### config.mk
export PLATFORM = sky130hd
export DESIGN_NAME = gait_phase_detector_flat
export DESIGN_NICKNAME = d
export VERILOG_FILES = /design/src/gpd_pkg.sv /design/src/gpd_if.sv /design/src/gait_phase_detector.sv /design/src/gpd_history.sv /design/src/gpd_tracker.sv /design/src/flat_wrapper.sv
export SDC_FILE = /design/constraint.sdc
export NUM_CORES = 1
export LEC_CHECK = 0
export ABC_AREA = 0
export BUFFER_PORTS_ARGS = -buffer_cell sky130_fd_sc_hd__buf_2
export CORE_MARGIN = 2
export CORE_UTILIZATION = 55
export CTS_CLUSTER_DIAMETER = 120
export DETAILED_ROUTE_END_ITERATION = 10
export PLACE_DENSITY_LB_ADDON = 0.2
export SLEW_MARGIN = 25
export SYNTH_ARGS = -nofsm -noshare
export SYNTH_HDL_FRONTEND = slang
export SYNTH_SLANG_ARGS = --single-unit
### constraint.sdc
create_clock -name i_clk -period 15.4 [get_ports i_clk]
set_clock_uncertainty 0.1 [all_clocks]
set_input_delay 3.08 -clock i_clk [delete_from_list [all_inputs] [get_ports i_clk]]
set_output_delay 3.08 -clock i_clk [all_outputs]
set_load 0.03 [all_outputs]
### src/gpd_pkg.sv
`timescale 1ns / 1ps
// ----------------------------------------------------------------------------
// gpd_pkg
// shared constants and types of the gait phase detector
// ----------------------------------------------------------------------------
package gpd_pkg;

    localparam int TICK_W          = 32;
    localparam int SAMPLE_W        = 16;
    localparam int PERIOD_W        = 15;
    localparam int STEP_OUT_W      = 3;
    localparam int CFG_IDX_W       = 8;
    localparam int CFG_DATA_W      = 16;
    localparam int HISTORY_DEPTH_DEF = 3;
    localparam int READY_STEPS_DEF   = 5;

    localparam logic [PERIOD_W-1:0] PERIOD_MAX = {PERIOD_W{1'b1}};

    typedef enum logic [CFG_IDX_W-1:0] {
        REG_FORCE_THR = 8'd0,
        REG_SLOPE_THR = 8'd1
    } t_reg_idx;

    typedef struct packed {
        logic [TICK_W-1:0]          tick_count;
        logic signed [SAMPLE_W-1:0] heel_force;
        logic signed [SAMPLE_W-1:0] heel_force_slope;
    } t_sample;

    typedef struct packed {
        logic signed [SAMPLE_W-1:0] force_thr;
        logic signed [SAMPLE_W-1:0] slope_thr;
    } t_thresholds;

    typedef struct packed {
        logic                push;
        logic [PERIOD_W-1:0] period;
    } t_hist_push;

    typedef struct packed {
        logic                  gait_phase;
        logic [TICK_W-1:0]     strike_stamp;
        logic [PERIOD_W-1:0]   mean_period;
        logic [STEP_OUT_W-1:0] step_count;
        logic                  detect_ready;
    } t_result;

endpackage

### src/gpd_if.sv
`timescale 1ns / 1ps
// ----------------------------------------------------------------------------
// gpd_if
// sample, result and register write channels of the gait phase detector
// ----------------------------------------------------------------------------
interface gpd_in_if;
    logic                                 valid;
    logic                                 ready;
    logic [gpd_pkg::TICK_W-1:0]           tick_count;
    logic signed [gpd_pkg::SAMPLE_W-1:0]  heel_force;
    logic signed [gpd_pkg::SAMPLE_W-1:0]  heel_force_slope;

    modport source (output valid, tick_count, heel_force, heel_force_slope, input ready);
    modport sink   (input valid, tick_count, heel_force, heel_force_slope, output ready);
endinterface

interface gpd_out_if;
    logic                             valid;
    logic                             ready;
    logic                             gait_phase;
    logic [gpd_pkg::TICK_W-1:0]       strike_stamp;
    logic [gpd_pkg::PERIOD_W-1:0]     mean_period;
    logic [gpd_pkg::STEP_OUT_W-1:0]   step_count;
    logic                             detect_ready;

    modport source (output valid, gait_phase, strike_stamp, mean_period, step_count,
                    detect_ready, input ready);
    modport sink   (input valid, gait_phase, strike_stamp, mean_period, step_count,
                    detect_ready, output ready);
endinterface

interface gpd_cfg_if;
    logic                              valid;
    logic                              ready;
    logic [gpd_pkg::CFG_IDX_W-1:0]     index;
    logic [gpd_pkg::CFG_DATA_W-1:0]    data;

    modport source (output valid, index, data, input ready);
    modport sink   (input valid, index, data, output ready);
endinterface

### src/gait_phase_detector.sv
`timescale 1ns / 1ps
// ----------------------------------------------------------------------------
// gait_phase_detector
// heel strike gait phase detector with stride period averaging
// ----------------------------------------------------------------------------
// Usage:
//   i_in   sample requests (tick count, heel force, force slope), valid/ready
//   o_out  one result request per sample: phase, strike stamp, mean period,
//          step count and ready flag, valid/ready
//   i_cfg  register writes: index 0 force threshold, 1 slope threshold;
//          always ready, other indexes are ignored
// Path from sample acceptance to result valid: the input register feeds the
// phase update, which loads the result register when the output advances.
// Throughput is one sample per cycle while the receiver takes results, set
// by the state update, computed combinationally between the registers
// (compare, period subtract, running sum and reciprocal multiply).
// Reset (synchronous, active low) returns to swing, clears the strike stamp,
// period history, step count and ready flag, and sets both thresholds to 0.
// When the receiver stalls, the result register holds and one more sample
// can wait in the input register; i_in.ready drops only when both are full.
// ----------------------------------------------------------------------------
module gait_phase_detector #(
    parameter int HISTORY_DEPTH = gpd_pkg::HISTORY_DEPTH_DEF,
    parameter int READY_STEPS   = gpd_pkg::READY_STEPS_DEF
) (
    input  logic       i_clk,
    input  logic       i_rst_n,
    gpd_in_if.sink     i_in,
    gpd_out_if.source  o_out,
    gpd_cfg_if.sink    i_cfg
);

    logic                 r_in_valid;
    gpd_pkg::t_sample     r_in;
    logic                 r_out_valid;
    gpd_pkg::t_result     r_out;
    gpd_pkg::t_thresholds r_thr;

    logic                 advance;
    logic                 step;
    gpd_pkg::t_result     result;

    assign advance    = !r_out_valid || o_out.ready;
    assign i_in.ready = !r_in_valid || advance;
    assign step       = r_in_valid && advance;
    assign i_cfg.ready = 1'b1;

    always_ff @(posedge i_clk) begin
        if (!i_rst_n) begin
            r_thr <= '0;
        end else if (i_cfg.valid) begin
            case (i_cfg.index)
                gpd_pkg::REG_FORCE_THR: r_thr.force_thr <= $signed(i_cfg.data);
                gpd_pkg::REG_SLOPE_THR: r_thr.slope_thr <= $signed(i_cfg.data);
                default: ;
            endcase
        end
    end

    always_ff @(posedge i_clk) begin
        if (!i_rst_n) begin
            r_in_valid <= 1'b0;
        end else if (i_in.ready) begin
            r_in_valid <= i_in.valid;
        end
    end

    always_ff @(posedge i_clk) begin
        if (i_in.valid && i_in.ready) begin
            r_in.tick_count       <= i_in.tick_count;
            r_in.heel_force       <= i_in.heel_force;
            r_in.heel_force_slope <= i_in.heel_force_slope;
        end
    end

    gpd_tracker #(
        .HISTORY_DEPTH (HISTORY_DEPTH),
        .READY_STEPS   (READY_STEPS)
    ) u_tracker (
        .i_clk    (i_clk),
        .i_rst_n  (i_rst_n),
        .i_step   (step),
        .i_sample (r_in),
        .i_thr    (r_thr),
        .o_result (result)
    );

    always_ff @(posedge i_clk) begin
        if (!i_rst_n) begin
            r_out_valid <= 1'b0;
        end else if (advance) begin
            r_out_valid <= r_in_valid;
        end
    end

    always_ff @(posedge i_clk) begin
        if (step) begin
            r_out <= result;
        end
    end

    assign o_out.valid        = r_out_valid;
    assign o_out.gait_phase   = r_out.gait_phase;
    assign o_out.strike_stamp = r_out.strike_stamp;
    assign o_out.mean_period  = r_out.mean_period;
    assign o_out.step_count   = r_out.step_count;
    assign o_out.detect_ready = r_out.detect_ready;

endmodule

### src/gpd_history.sv
`timescale 1ns / 1ps
// ----------------------------------------------------------------------------
// gpd_history
// stride period history with running sum and rounded mean
// ----------------------------------------------------------------------------
module gpd_history #(
    parameter int DEPTH = gpd_pkg::HISTORY_DEPTH_DEF
) (
    input  logic                         i_clk,
    input  logic                         i_rst_n,
    input  gpd_pkg::t_hist_push          i_push,
    output logic [gpd_pkg::PERIOD_W-1:0] o_mean
);

    localparam int PW    = gpd_pkg::PERIOD_W;
    localparam int LG    = $clog2(DEPTH);
    localparam int SUM_W = PW + LG;
    localparam int X_W   = SUM_W + 1;
    localparam int SH    = X_W + LG;
    localparam int MUL_W = X_W + 1;
    localparam int PROD_W = X_W + MUL_W;
    // ceil(2^SH / DEPTH): exact quotient for every x below 2^X_W
    localparam logic [MUL_W-1:0] RECIP =
        MUL_W'(((64'd1 << SH) + 64'(DEPTH) - 64'd1) / 64'(DEPTH));

    logic [PW-1:0]     r_hist [DEPTH];
    logic [SUM_W-1:0]  r_sum;
    logic [PW-1:0]     r_mean;

    logic [SUM_W:0]    sum_wide;
    logic [SUM_W-1:0]  n_sum;
    logic [X_W-1:0]    biased;
    logic [PROD_W-1:0] prod;
    logic [PROD_W-SH-1:0] quot;
    logic [PW-1:0]     n_mean;

    // drop the oldest entry, add the new one
    assign sum_wide = {1'b0, r_sum} + (SUM_W+1)'(i_push.period)
                    - (SUM_W+1)'(r_hist[DEPTH-1]);
    assign n_sum    = sum_wide[SUM_W-1:0];
    assign biased   = X_W'(n_sum) + X_W'(DEPTH / 2);
    assign prod     = PROD_W'(biased) * PROD_W'(RECIP);
    assign quot     = prod[PROD_W-1:SH];
    assign n_mean   = quot[PW-1:0];

    assign o_mean = i_push.push ? n_mean : r_mean;

    always_ff @(posedge i_clk) begin
        if (!i_rst_n) begin
            for (int i = 0; i < DEPTH; i++) begin
                r_hist[i] <= '0;
            end
            r_sum  <= '0;
            r_mean <= '0;
        end else if (i_push.push) begin
            for (int i = DEPTH - 1; i > 0; i--) begin
                r_hist[i] <= r_hist[i-1];
            end
            r_hist[0] <= i_push.period;
            r_sum     <= n_sum;
            r_mean    <= n_mean;
        end
    end

endmodule

### src/gpd_tracker.sv
`timescale 1ns / 1ps
// ----------------------------------------------------------------------------
// gpd_tracker
// swing/stance phase tracking, strike stamp and step counting
// ----------------------------------------------------------------------------
module gpd_tracker #(
    parameter int HISTORY_DEPTH = gpd_pkg::HISTORY_DEPTH_DEF,
    parameter int READY_STEPS   = gpd_pkg::READY_STEPS_DEF
) (
    input  logic                 i_clk,
    input  logic                 i_rst_n,
    input  logic                 i_step,
    input  gpd_pkg::t_sample     i_sample,
    input  gpd_pkg::t_thresholds i_thr,
    output gpd_pkg::t_result     o_result
);

    localparam int STEP_W = $clog2(READY_STEPS + 1);
    localparam logic [STEP_W-1:0] STEP_SAT = STEP_W'(READY_STEPS);

    logic                         r_phase;
    logic [gpd_pkg::TICK_W-1:0]   r_stamp;
    logic [STEP_W-1:0]            r_steps;
    logic                         r_ready;

    logic                         n_phase;
    logic [gpd_pkg::TICK_W-1:0]   n_stamp;
    logic [STEP_W-1:0]            n_steps;
    logic                         n_ready;

    logic                         strike;
    logic                         lift;
    logic signed [gpd_pkg::SAMPLE_W:0] slope_ext;
    logic signed [gpd_pkg::SAMPLE_W:0] neg_slope_thr;
    logic [gpd_pkg::TICK_W-1:0]   diff;
    gpd_pkg::t_hist_push          push;
    logic [gpd_pkg::PERIOD_W-1:0] mean;
    logic [31:0]                  steps_wide;

    assign strike = !r_phase
                  && (i_sample.heel_force_slope > i_thr.slope_thr)
                  && (i_sample.heel_force < i_thr.force_thr);

    // threshold negated at one extra bit so the most negative value works
    assign neg_slope_thr = -$signed({i_thr.slope_thr[gpd_pkg::SAMPLE_W-1], i_thr.slope_thr});
    assign slope_ext     = $signed({i_sample.heel_force_slope[gpd_pkg::SAMPLE_W-1],
                                    i_sample.heel_force_slope});
    assign lift = r_phase
                && (slope_ext < neg_slope_thr)
                && (i_sample.heel_force > i_thr.force_thr);

    assign diff        = i_sample.tick_count - r_stamp;
    assign push.push   = i_step && strike;
    assign push.period = (|diff[gpd_pkg::TICK_W-1:gpd_pkg::PERIOD_W]) ? gpd_pkg::PERIOD_MAX
                                                                     : diff[gpd_pkg::PERIOD_W-1:0];

    gpd_history #(
        .DEPTH (HISTORY_DEPTH)
    ) u_history (
        .i_clk   (i_clk),
        .i_rst_n (i_rst_n),
        .i_push  (push),
        .o_mean  (mean)
    );

    always_comb begin
        n_phase = r_phase;
        n_stamp = r_stamp;
        n_steps = r_steps;
        n_ready = r_ready;
        if (strike) begin
            n_phase = 1'b1;
            n_stamp = i_sample.tick_count;
            if (r_steps < STEP_SAT) begin
                n_steps = r_steps + STEP_W'(1);
            end
            if (n_steps == STEP_SAT) begin
                n_ready = 1'b1;
            end
        end else if (lift) begin
            n_phase = 1'b0;
        end
    end

    always_ff @(posedge i_clk) begin
        if (!i_rst_n) begin
            r_phase <= 1'b0;
            r_stamp <= '0;
            r_steps <= '0;
            r_ready <= 1'b0;
        end else if (i_step) begin
            r_phase <= n_phase;
            r_stamp <= n_stamp;
            r_steps <= n_steps;
            r_ready <= n_ready;
        end
    end

    assign steps_wide = 32'(n_steps);

    assign o_result.gait_phase   = n_phase;
    assign o_result.strike_stamp = n_stamp;
    assign o_result.mean_period  = mean;
    assign o_result.step_count   = steps_wide[gpd_pkg::STEP_OUT_W-1:0];
    assign o_result.detect_ready = n_ready;

endmodule

### src/flat_wrapper.sv
// flat-port wrapper written by rule: the top's interface ports become plain ports
module gait_phase_detector_flat 
#(
    parameter int HISTORY_DEPTH = gpd_pkg::HISTORY_DEPTH_DEF,
    parameter int READY_STEPS   = gpd_pkg::READY_STEPS_DEF
)
  (i_clk, i_rst_n, i_in_valid, i_in_tick_count, i_in_heel_force, i_in_heel_force_slope, i_in_ready, o_out_valid, o_out_gait_phase, o_out_strike_stamp, o_out_mean_period, o_out_step_count, o_out_detect_ready, o_out_ready, i_cfg_valid, i_cfg_index, i_cfg_data, i_cfg_ready);
  gpd_in_if i_in_i ();
  gpd_out_if o_out_i ();
  gpd_cfg_if i_cfg_i ();
  input  logic i_clk;
  input  logic i_rst_n;
  input wire logic [$bits(i_in_i.valid)-1:0] i_in_valid;
  input wire logic [$bits(i_in_i.tick_count)-1:0] i_in_tick_count;
  input wire logic [$bits(i_in_i.heel_force)-1:0] i_in_heel_force;
  input wire logic [$bits(i_in_i.heel_force_slope)-1:0] i_in_heel_force_slope;
  output wire logic [$bits(i_in_i.ready)-1:0] i_in_ready;
  output wire logic [$bits(o_out_i.valid)-1:0] o_out_valid;
  output wire logic [$bits(o_out_i.gait_phase)-1:0] o_out_gait_phase;
  output wire logic [$bits(o_out_i.strike_stamp)-1:0] o_out_strike_stamp;
  output wire logic [$bits(o_out_i.mean_period)-1:0] o_out_mean_period;
  output wire logic [$bits(o_out_i.step_count)-1:0] o_out_step_count;
  output wire logic [$bits(o_out_i.detect_ready)-1:0] o_out_detect_ready;
  input wire logic [$bits(o_out_i.ready)-1:0] o_out_ready;
  input wire logic [$bits(i_cfg_i.valid)-1:0] i_cfg_valid;
  input wire logic [$bits(i_cfg_i.index)-1:0] i_cfg_index;
  input wire logic [$bits(i_cfg_i.data)-1:0] i_cfg_data;
  output wire logic [$bits(i_cfg_i.ready)-1:0] i_cfg_ready;
  assign i_in_i.valid = i_in_valid;
  assign i_in_i.tick_count = i_in_tick_count;
  assign i_in_i.heel_force = i_in_heel_force;
  assign i_in_i.heel_force_slope = i_in_heel_force_slope;
  assign i_in_ready = i_in_i.ready;
  assign o_out_valid = o_out_i.valid;
  assign o_out_gait_phase = o_out_i.gait_phase;
  assign o_out_strike_stamp = o_out_i.strike_stamp;
  assign o_out_mean_period = o_out_i.mean_period;
  assign o_out_step_count = o_out_i.step_count;
  assign o_out_detect_ready = o_out_i.detect_ready;
  assign o_out_i.ready = o_out_ready;
  assign i_cfg_i.valid = i_cfg_valid;
  assign i_cfg_i.index = i_cfg_index;
  assign i_cfg_i.data = i_cfg_data;
  assign i_cfg_ready = i_cfg_i.ready;
  gait_phase_detector #(.HISTORY_DEPTH(HISTORY_DEPTH), .READY_STEPS(READY_STEPS)) u_core (.i_clk(i_clk), .i_rst_n(i_rst_n), .i_in(i_in_i), .o_out(o_out_i), .i_cfg(i_cfg_i));
endmodule
==> impl_metrics.toml, run 1 <==
[cells_and_area]
fillers = 3070
nets = 2657
drive_gt1_frac = 0.106
final_cell_mix = "inv_1 (356), ha_1 (244), nand2_1 (171)"
seq_area_um2 = 6900
area_growth_pct = 10.2
mostFrequentLayoutCell = "inv_1"
multi_input_area_um2 = 11700

[worst_setup_path]
critPathLaunchType = "flop"
r2r_start = "u_core.r_in[49]$_DFFE_PP_"
cp_data_required_time_ns = 15.59
cp.arrival_ns = 12.26
end_kind = "flop"
reg2reg_to = "u_core.o_out.mean_period[14]$_DFFE_PP_"
cp_common_cell = "fa_1"
slowest_delay_ns = 0.58
r2r_slack_ns = 3.33
path_max_fanout = 29
r2r.worst_path.cells = 41
cpMaxStageDelayCell = "or4_1"
crit_type = "reg -> reg"

[sta]
timing.fmax_mhz = 82.8
setup_viol = 0
slew_headroom = 0.320
hold_viol_final = 0
period_needed_ns = 12.07
setup_tns_ns = 0
slew_violations = 0
worst_pin_slew_ns = 1.02
grt_setup_unrepaired = "no"
period_share = 0.784

[clocking]
cts_setup_buffers = 0
path_clk_slew_ns = 0.06
clockRootBuffer = "clkbuf_16"
cts_max_path_buffers = 3
cts_hold_buf = 0
cts_tree = "done"
cts.sinks = 264
cts-resized-gates = 0
clk_latency_ns = 0.56
htreeDepth = 1
cts_made_buffers = 28

[global_routing]
grt_busiest_layer = "met2"
antenna_found_initial = 3
grt.overflow.total = 0
global_route.usage.met3 = 0.0325
grt_pass1_wl_mm = 74.0
track_usage = 0.240
met2_usage = 0.422
use_met1 = 0.316
grt_pass1_vias = 14700
grt_max_degree = 86

[route]
drtIter0Drc = 829
via_per_inst = 5.50
wl_mm = 45.4
first_pass_iters = 5
wl_per_cell_um = 16.9
dr_total_vias = 14800
ant_nets = 0
drc = 0

[floorplan]
pin_count = 148
die-area_um2 = 38200
start_util = 0.554
dieHeight_um = 195
num_rows = 70
design.core.area_um2 = 36300
dieWidth_um = 195

[yosys]
yosys_warnings = 0
netlist_area_um2 = 20100
synth_top_area_frac = 0.240
synth_area_leaders = "edfxtp_1 (24%), ha_1 (15%), fa_1 (12%)"
yosys.area.top_type = "edfxtp_1"
synthSimpleGateAreaFrac = 0.122
synth_async_sr_flop_share = 0
synth-seq-area-share = 0.342
synth.distinct_cells = 79
synth_ff_type = "edfxtp_1"
ys_ff_latch = 264
synth_top_family_by_area = "adder cells"
syn_inst = 2078
synth_nets = 2539
yosys.area_share.adder = 0.275
synth_compound_area_frac = 0.117
avgSynthCellArea_um2 = 9.69
synth_xor_xnor_area_share = 0.0370
synth_edf_count = 161
muxShareOfSynthArea = 0.0253

[job]
maxCapViolCount = 0

[hold_path]
hold_end = "u_core.u_tracker.r_stamp[29]$_SDFFE_PN0P_"
hold_class = "reg -> reg"
worstHoldStart = "u_core.u_tracker.r_stamp[29]$_SDFFE_PN0P_"
whs_path_depth = 2

[placement]
routabilityCongestion = 0.922
port_buffers = 146
dp_hpwl_mm = 35.2

[status]
status = "completed"
==> layout make-up <==
type / instances / area share
multi-input combinational: 1387 / 0.526
sequential: 264 / 0.311
inverter: 357 / 0.0604
timing repair buffer: 158 / 0.0370
clock buffer: 36 / 0.0338
tap: 468 / 0.0264
clock inverter: 16 / 0.00541
antenna: 2 / 0.000226
==> worst max-delay path: cells and delay by family, from the launching register on <==
family                   cells  cell delay [ns]
buffers and inverters        6             0.63
AND/OR/NAND/NOR             11             2.73
adder cells (fa/ha/maj)      9             3.94
multiplexers                 1             0.23
flip-flops                   1             0.41
XOR/XNOR                     3             1.01
AO/OA/AOI/OAI               11             2.71
==> cells in the mapped netlist (4+ instances only) <==
master and n:
a2111oi_0 4, nor3_1 35, or3_1 4, fa_1 124
a21oi_1 149, or2_2 8, nor4b_1 6, o21ai_1 8
o31ai_1 9, or4_1 4, nor2_1 104, xnor2_1 58
nand2_1 172, edfxtp_1 161, nor2b_1 16, ha_1 244
o21ai_0 82, nor4_1 21, a21o_1 21, and3_1 37
buf_1 5, o211ai_1 9, nand2b_1 11, o2111ai_1 5
mux2_2 8, and2_1 22, xor2_1 22, a211oi_1 9
buf_2 7, inv_1 357, o31a_1 6, a31oi_1 9
o21bai_1 6, nand4_1 24, dfxtp_1 103, nand3_1 26
o21a_1 18, mux2i_1 42, clkbuf_1 54
==> sequential cells by signal, summed over array words and instances, names as in the netlist <==
name	flops
u_core.o_out.detect_ready	1
u_core.u_tracker.u_history.r_mean	15
u_core.u_tracker.r_steps	3
u_core.u_tracker.r_phase	1
u_core.r_thr	32
u_core.u_tracker.u_history.r_hist	45
u_core.o_out.gait_phase	1
u_core.u_tracker.r_ready	1
u_core.o_out.strike_stamp	32
u_core.r_in_valid	1
u_core.o_out.valid	1
u_core.r_in	64
u_core.o_out.mean_period	15
u_core.o_out.step_count	3
u_core.u_tracker.u_history.r_sum	17
u_core.u_tracker.r_stamp	32
==> metal layers <==
metal / part of all wire / vias to the layer above / wire length [um]
met1: 0.44 / 7114 / 20000
met5: 0.00029 / - / 13
met3: 0.045 / 61 / 2020
met2: 0.49 / 285 / 22400
met4: 0.020 / 2 / 920
li1: - / 7313 / -
==> cells by family (layout without fill, tap and decap cells) <==
family,count (synthesis),in the layout
AND/OR/NAND/NOR,506,506
buffers and inverters,427,567
AO/OA/AOI/OAI,380,380
adder cells (fa/ha/maj),368,368
flip-flops,264,264
XOR/XNOR,82,82
multiplexers,50,50
other,1,3
==> how the worst max path moves through the flow <==
stage	startpoint	to	slack, ns	depth (start not counted)
final	u_core.r_in[49]$_DFFE_PP_	u_core.o_out.mean_period[14]$_DFFE_PP_	3.33	41
after global routing	u_core.r_in[32]$_DFFE_PP_	u_core.o_out.mean_period[14]$_DFFE_PP_	2.39	42
after CTS	u_core.r_in[32]$_DFFE_PP_	u_core.o_out.mean_period[14]$_DFFE_PP_	3.30	41
after floorplan	u_core.r_in[49]$_DFFE_PP_	u_core.o_out.mean_period[14]$_DFFE_PP_	4.09	43
after detailed placement	u_core.r_in[32]$_DFFE_PP_	u_core.o_out.mean_period[14]$_DFFE_PP_	3.33	41
after global placement	u_core.r_in[49]$_DFFE_PP_	u_core.o_out.mean_period[14]$_DFFE_PP_	3.63	40
==> through the flow <==
step | std cells | setup WS [ns] | util | area [um^2] | hold slack [ns]
after floorplan | 2078 | 4.09 | - | 20100 | 0.336
after global placement | 2634 | 3.63 | 0.586 | 21300 | 0.341
after detailed placement | 2634 | 3.33 | 0.586 | 21300 | 0.346
after CTS | 2686 | 3.30 | 0.610 | 22200 | 0.355
after global routing | 2686 | 2.39 | 0.610 | 22200 | 0.370
final | 2688 | 3.33 | 0.611 | 22200 | 0.353
Power of run 1 is left out: the tool's default activity adds up to more than one toggle a clock period on the data nets, which glitch-free logic cannot reach.
==> run 2, diff against run 1 <==
Settings changed: ABC_AREA 0 to 1.
Clock period 15.4 ns to 12.5 ns, I/O delays scaled along.
==> run 2 against run 1 <==
  * First-iteration DRC count grew 20%
  * Critical path depth grew 5
  * Worst setup slack lost 1.5 ns
  * Critical path type unchanged
  * Flip-flop and latch count is the same
  * Core utilization grew 0.24 points
  * Highest routed layer unchanged
  * Hold slack lost 0.0065 ns
  * Synthesized area grew 7.3%
  * Register-to-register slack lost 1.5 ns
  * Wire length grew 13%
  * Non-clock buffer count shrank 6
  * Largest cell class unchanged
==> impl_metrics.toml, run 2 <==
[placement]
dpl.cell_count = 3364
routabilityCongestion = 0.987
port_buffers = 146
dp_hpwl_mm = 41.9

[route]
topRoutingLayerUsed = "met5"
drc = 0
wl_met2_mm = 24.2
drtIter0Drc = 996
first_pass_iters = 5
dr_total_vias = 17400
drt-met1-wl_mm = 23.3
wl_per_cell_um = 15.0
via_per_inst = 5.07
wl_met3_mm = 2.70
ant_nets = 0
wl_mm = 51.4

[cells_and_area]
largest_reg_flops = 64
stdcell_count = 3421
seq_area_um2 = 6900
mostFrequentLayoutCell = "nand2_1"
final_cell_mix = "nand2_1 (696), inv_1 (628), ha_1 (244)"
multi_input_area_um2 = 12100
largest_registers = "u_core.r_in x64, u_core.u_tracker.u_history.r_hist x45"
drive_gt1_frac = 0.0972
nets = 3338
fillers = 3559
area_growth_pct = 9.87
top_register = "u_core.r_in"

[worst_setup_path]
cpMaxStageDelayCell = "fa_1"
cp_common_cell = "nand2_1"
cp_data_required_time_ns = 12.73
slowest_delay_ns = 0.57
end_kind = "flop"
cp.arrival_ns = 10.90
r2r_start = "u_core.r_in[55]$_DFFE_PP_"
crit_type = "reg -> reg"
critPathLaunchType = "flop"
startpoint = "u_core.r_in[55]$_DFFE_PP_"
path_max_fanout = 15

[yosys]
ys_ff_latch = 264
synth.distinct_cells = 45
avgSynthCellArea_um2 = 7.90
yosysMostFrequentCell = "nand2_1"
syn_inst = 2736
synth_area_leaders = "edfxtp_1 (22%), ha_1 (14%), nand2_1 (12%)"
synth_nets = 3197
synth_ff_type = "edfxtp_1"
yosys.area.top_type = "edfxtp_1"
yosys_warnings = 0
synth_async_sr_flop_share = 0
synth_common_cells = "nand2_1 (696), inv_1 (631), ha_1 (244)"
netlist_area_um2 = 21600
synth_top_area_frac = 0.224
synth-seq-area-share = 0.319
synth_edf_count = 161

[sta]
period_share = 0.854
hold_viol_final = 0
slew_headroom = 0.317
slew_violations = 0
period_needed_ns = 10.67
setup_viol = 0
grt_setup_unrepaired = "no"
timing.fmax_mhz = 93.7
worst_pin_slew_ns = 1.02
setup_tns_ns = 0

[global_routing]
track_usage = 0.255
grt_max_degree = 81
grt.overflow.total = 0
grt_pass1_vias = 17200
antenna_found_initial = 3
grt_pass1_wl_mm = 83.8

[floorplan]
num_rows = 72
pin_count = 148
die-area_um2 = 40900
dieHeight_um = 202
dieWidth_um = 202
design.core.area_um2 = 38700
start_util = 0.558

[clocking]
clk_latency_ns = 0.57
clockRootBuffer = "clkbuf_16"
cts_max_path_buffers = 3
cts-resized-gates = 0
cts_hold_buf = 0
cts_tree = "done"
cts_setup_buffers = 0
cts_made_buffers = 29
htreeDepth = 1
path_clk_slew_ns = 0.06
cts.sinks = 264

[hold_path]
worstHoldStart = "u_core.u_tracker.r_stamp[20]$_SDFFE_PN0P_"
hold_class = "reg -> reg"

[job]
maxCapViolCount = 0

[status]
status = "completed"
==> run 2: cell types whose count changed in the layout (fill, tap and decap cells not counted), moves of 35 or more <==
cell	previous run	this run
mux2i_1	42	0
nand3_1	25	99
xnor2_1	57	19
nor2_1	102	203
nand2_1	171	696
a21oi_1	149	96
inv_1	356	628
and3_1	37	2
==> run 2: per-stage QoR <==
stage | worst slack, ns | hold WS [ns] | cell area, um^2 | util
2_1_floorplan | 2.93 | 0.319 | 21600 | -
3_3_place_gp | 1.97 | 0.327 | 22800 | 0.590
3_5_place_dp | 1.80 | 0.333 | 22800 | 0.590
4_1_cts | 1.77 | 0.348 | 23700 | 0.613
5_1_grt | 1.01 | 0.359 | 23700 | 0.613
6_report | 1.83 | 0.347 | 23700 | 0.613
==> run 2: final timing paths <==
kind | to | cells past startpoint | slack [ns]
worst max register to register | u_core.o_out.mean_period[14]$_DFFE_PP_ | 46 | 1.83
worst min register to register | u_core.u_tracker.r_stamp[20]$_SDFFE_PN0P_ | 2 | 0.35
worst min-delay path | u_core.u_tracker.r_stamp[20]$_SDFFE_PN0P_ | 2 | 0.35
worst max-delay path | u_core.o_out.mean_period[14]$_DFFE_PP_ | 46 | 1.83
==> run 2: routing by layer <==
metal / up-vias / global-route usage
met5: - / 0
met3: 80 / 0.0326
met1: 8071 / 0.348
met2: 432 / 0.428
li1: 8768 / -
met4: 2 / 0.0712
==> run 2: logic make-up after synthesis <==
kind of cell / after synthesis / share of synthesized area
compound gates: 231 / 0.0602
xor+xnor: 53 / 0.0225
fa+ha+maj: 368 / 0.256
buf+inv: 697 / 0.123
flops: 264 / 0.319
other cells: 1 / 0.000174
simple gates: 1122 / 0.218
==> run 2: layout make-up <==
type                            instances  share of cell area
Multi-Input combinational cell       1775               0.508
Sequential cell                       264               0.290
Inverter                              655               0.104
Clock buffer                           43              0.0349
Timing Repair Buffer                  152              0.0327
Tap cell                              518              0.0273
Clock inverter                         11             0.00253
Antenna cell                            3            0.000316
==> run 2: critical path, delay by kind of cell (launching register included) <==
kind | cells | cell delay [ns]
AO/OA/AOI/OAI | 5 | 1.27
XOR/XNOR | 1 | 0.34
adder cells (fa/ha/maj) | 10 | 4.53
buffers and inverters | 9 | 0.78
flip-flops | 1 | 0.42
AND/OR/NAND/NOR | 21 | 3.00
Power of run 2 is left out for the same reason.
==> run 3, diff against run 2 <==
Clock period 12.5 ns to 10.1 ns, I/O delays scaled along.
==> run 3 against run 2 <==
  * Core utilization is 2.8 points higher
  * Design area up 4.5%
  * Largest cell class unchanged
  * Sequential share of layout area down 1.3 points
  * Critical endpoint is now u_core.o_out.mean_period[1]$_DFFE_PP_
  * Hold slack better by 0.00053 ns
  * Register-to-register slack lost 1.4 ns
==> impl_metrics.toml, run 3 (same netlist as run 2, synthesis figures left out) <==
[floorplan]
dieWidth_um = 202
design.core.area_um2 = 38700
pin_count = 148
num_rows = 72
dieHeight_um = 202
start_util = 0.558
die-area_um2 = 40900

[cells_and_area]
nets = 3375
final_cell_mix = "nand2_1 (679), inv_1 (623), ha_1 (201)"
drive_gt1_frac = 0.148
final_area_um2 = 24800
area_growth_pct = 14.8
top_register = "u_core.r_in"
largest_registers = "u_core.r_in x64, u_core.u_tracker.u_history.r_hist x45"
mostFrequentLayoutCell = "nand2_1"
fillers = 3443
largest_reg_flops = 64

[route]
ant_nets = 0
wl_mm = 53.1
wl_per_cell_um = 15.4
drtIter0Drc = 1160
via_per_inst = 5.08
drc = 0
first_pass_iters = 5
dr_total_vias = 17500

[clocking]
htreeDepth = 1
cts_hold_buf = 0
cts_tree = "done"
cts_made_buffers = 28
cts_max_path_buffers = 3
clockRootBuffer = "clkbuf_16"
cts.sinks = 264
clk_latency_ns = 0.57
path_clk_slew_ns = 0.07

[worst_setup_path]
critPathLaunchType = "flop"
crit_buf_inv = 10
cp_common_cell = "nand2_1"
startpoint = "u_core.r_in[54]$_DFFE_PP_"
path_max_fanout = 5
cp.arrival_ns = 9.95
cp_top_family = "adder cells"
r2r.worst_path.cells = 47
r2r_start = "u_core.r_in[54]$_DFFE_PP_"
cp_data_required_time_ns = 10.33
end_kind = "flop"
r2r_slack_ns = 0.38
crit_type = "reg -> reg"
slowest_delay_ns = 0.58
cpMaxStageDelayCell = "fa_1"
reg2reg_to = "u_core.o_out.mean_period[1]$_DFFE_PP_"

[placement]
dp_hpwl_mm = 42.2
routabilityCongestion = 0.996
port_buffers = 146
place_area_um2 = 23000

[hold_path]
worstHoldStart = "u_core.u_tracker.r_stamp[30]$_SDFFE_PN0P_"
whs_path_depth = 2
hold_end = "u_core.u_tracker.r_stamp[30]$_SDFFE_PN0P_"
hold_class = "reg -> reg"

[sta]
slew_headroom = 0.333
timing.fmax_mhz = 103
hold_viol_final = 0
setup_viol = 0
grt_setup_unrepaired = "yes"
period_needed_ns = 9.72
period_share = 0.962
slew_violations = 0
worst_pin_slew_ns = 1.00

[global_routing]
grt_pass1_wl_mm = 85.2
antenna_found_initial = 3
track_usage = 0.259
grt_max_degree = 80
grt.overflow.total = 0
grt_pass1_vias = 17100

[job]
maxCapViolCount = 0

[status]
status = "completed"
## run 3: cell type report
cell class	instances	area, um^2	share of cell area
tap	518	648	0.0261
multi-input combinational	1775	12700	0.514
antenna	1	2.50	0.000101
clock inverter	11	140	0.00565
inverter	655	2460	0.0991
sequential	264	6900	0.278
timing repair buffer	190	1100	0.0442
clock buffer	41	831	0.0335
## run 3: worst max-delay path by stage
stage	end	cells past startpoint
final	u_core.o_out.mean_period[1]$_DFFE_PP_	47
after global routing	u_core.o_out.mean_period[14]$_DFFE_PP_	51
after CTS	u_core.o_out.mean_period[5]$_DFFE_PP_	51
after detailed placement	u_core.o_out.mean_period[5]$_DFFE_PP_	51
after global placement	u_core.o_out.mean_period[5]$_DFFE_PP_	51
after floorplan	u_core.o_out.mean_period[6]$_DFFE_PP_	53
## run 3: per-layer routing
layer  global-route usage  share of wire
met5                    0        0.00051
met4               0.0568          0.019
met3               0.0271          0.050
met2                0.436           0.47
met1                0.363           0.46
## run 3: tightest hold or removal path, stage by stage, from the launching register on
cell,delay [ns]
dfxtp_1,0.31
nand2_1,0.06
nand2_1,0.04
## run 3: what timing repair did
| item | 4_1_cts | 5_1_grt |
|---|---|---|
| endpoints found under the setup margin | 14 | 30 |
| pin swaps | 1 | 30 |
| resized for setup | 4 | 154 |
| buffers inserted | 2 | 21 |
## run 3: per-stage QoR
step	hold slack (ns)	utilization	setup WS, ns	setup TNS (ns)	std cells
2_1_floorplan	0.319	-	0.532	0	2736
3_3_place_gp	0.327	0.593	-0.138	-0.180	3379
3_5_place_dp	0.332	0.593	-0.170	-0.509	3379
4_1_cts	0.349	0.618	0.0300	0	3433
5_1_grt	0.375	0.641	-0.0992	-0.489	3454
6_report	0.347	0.641	0.383	0	3455
Power of run 3 is left out for the same reason.
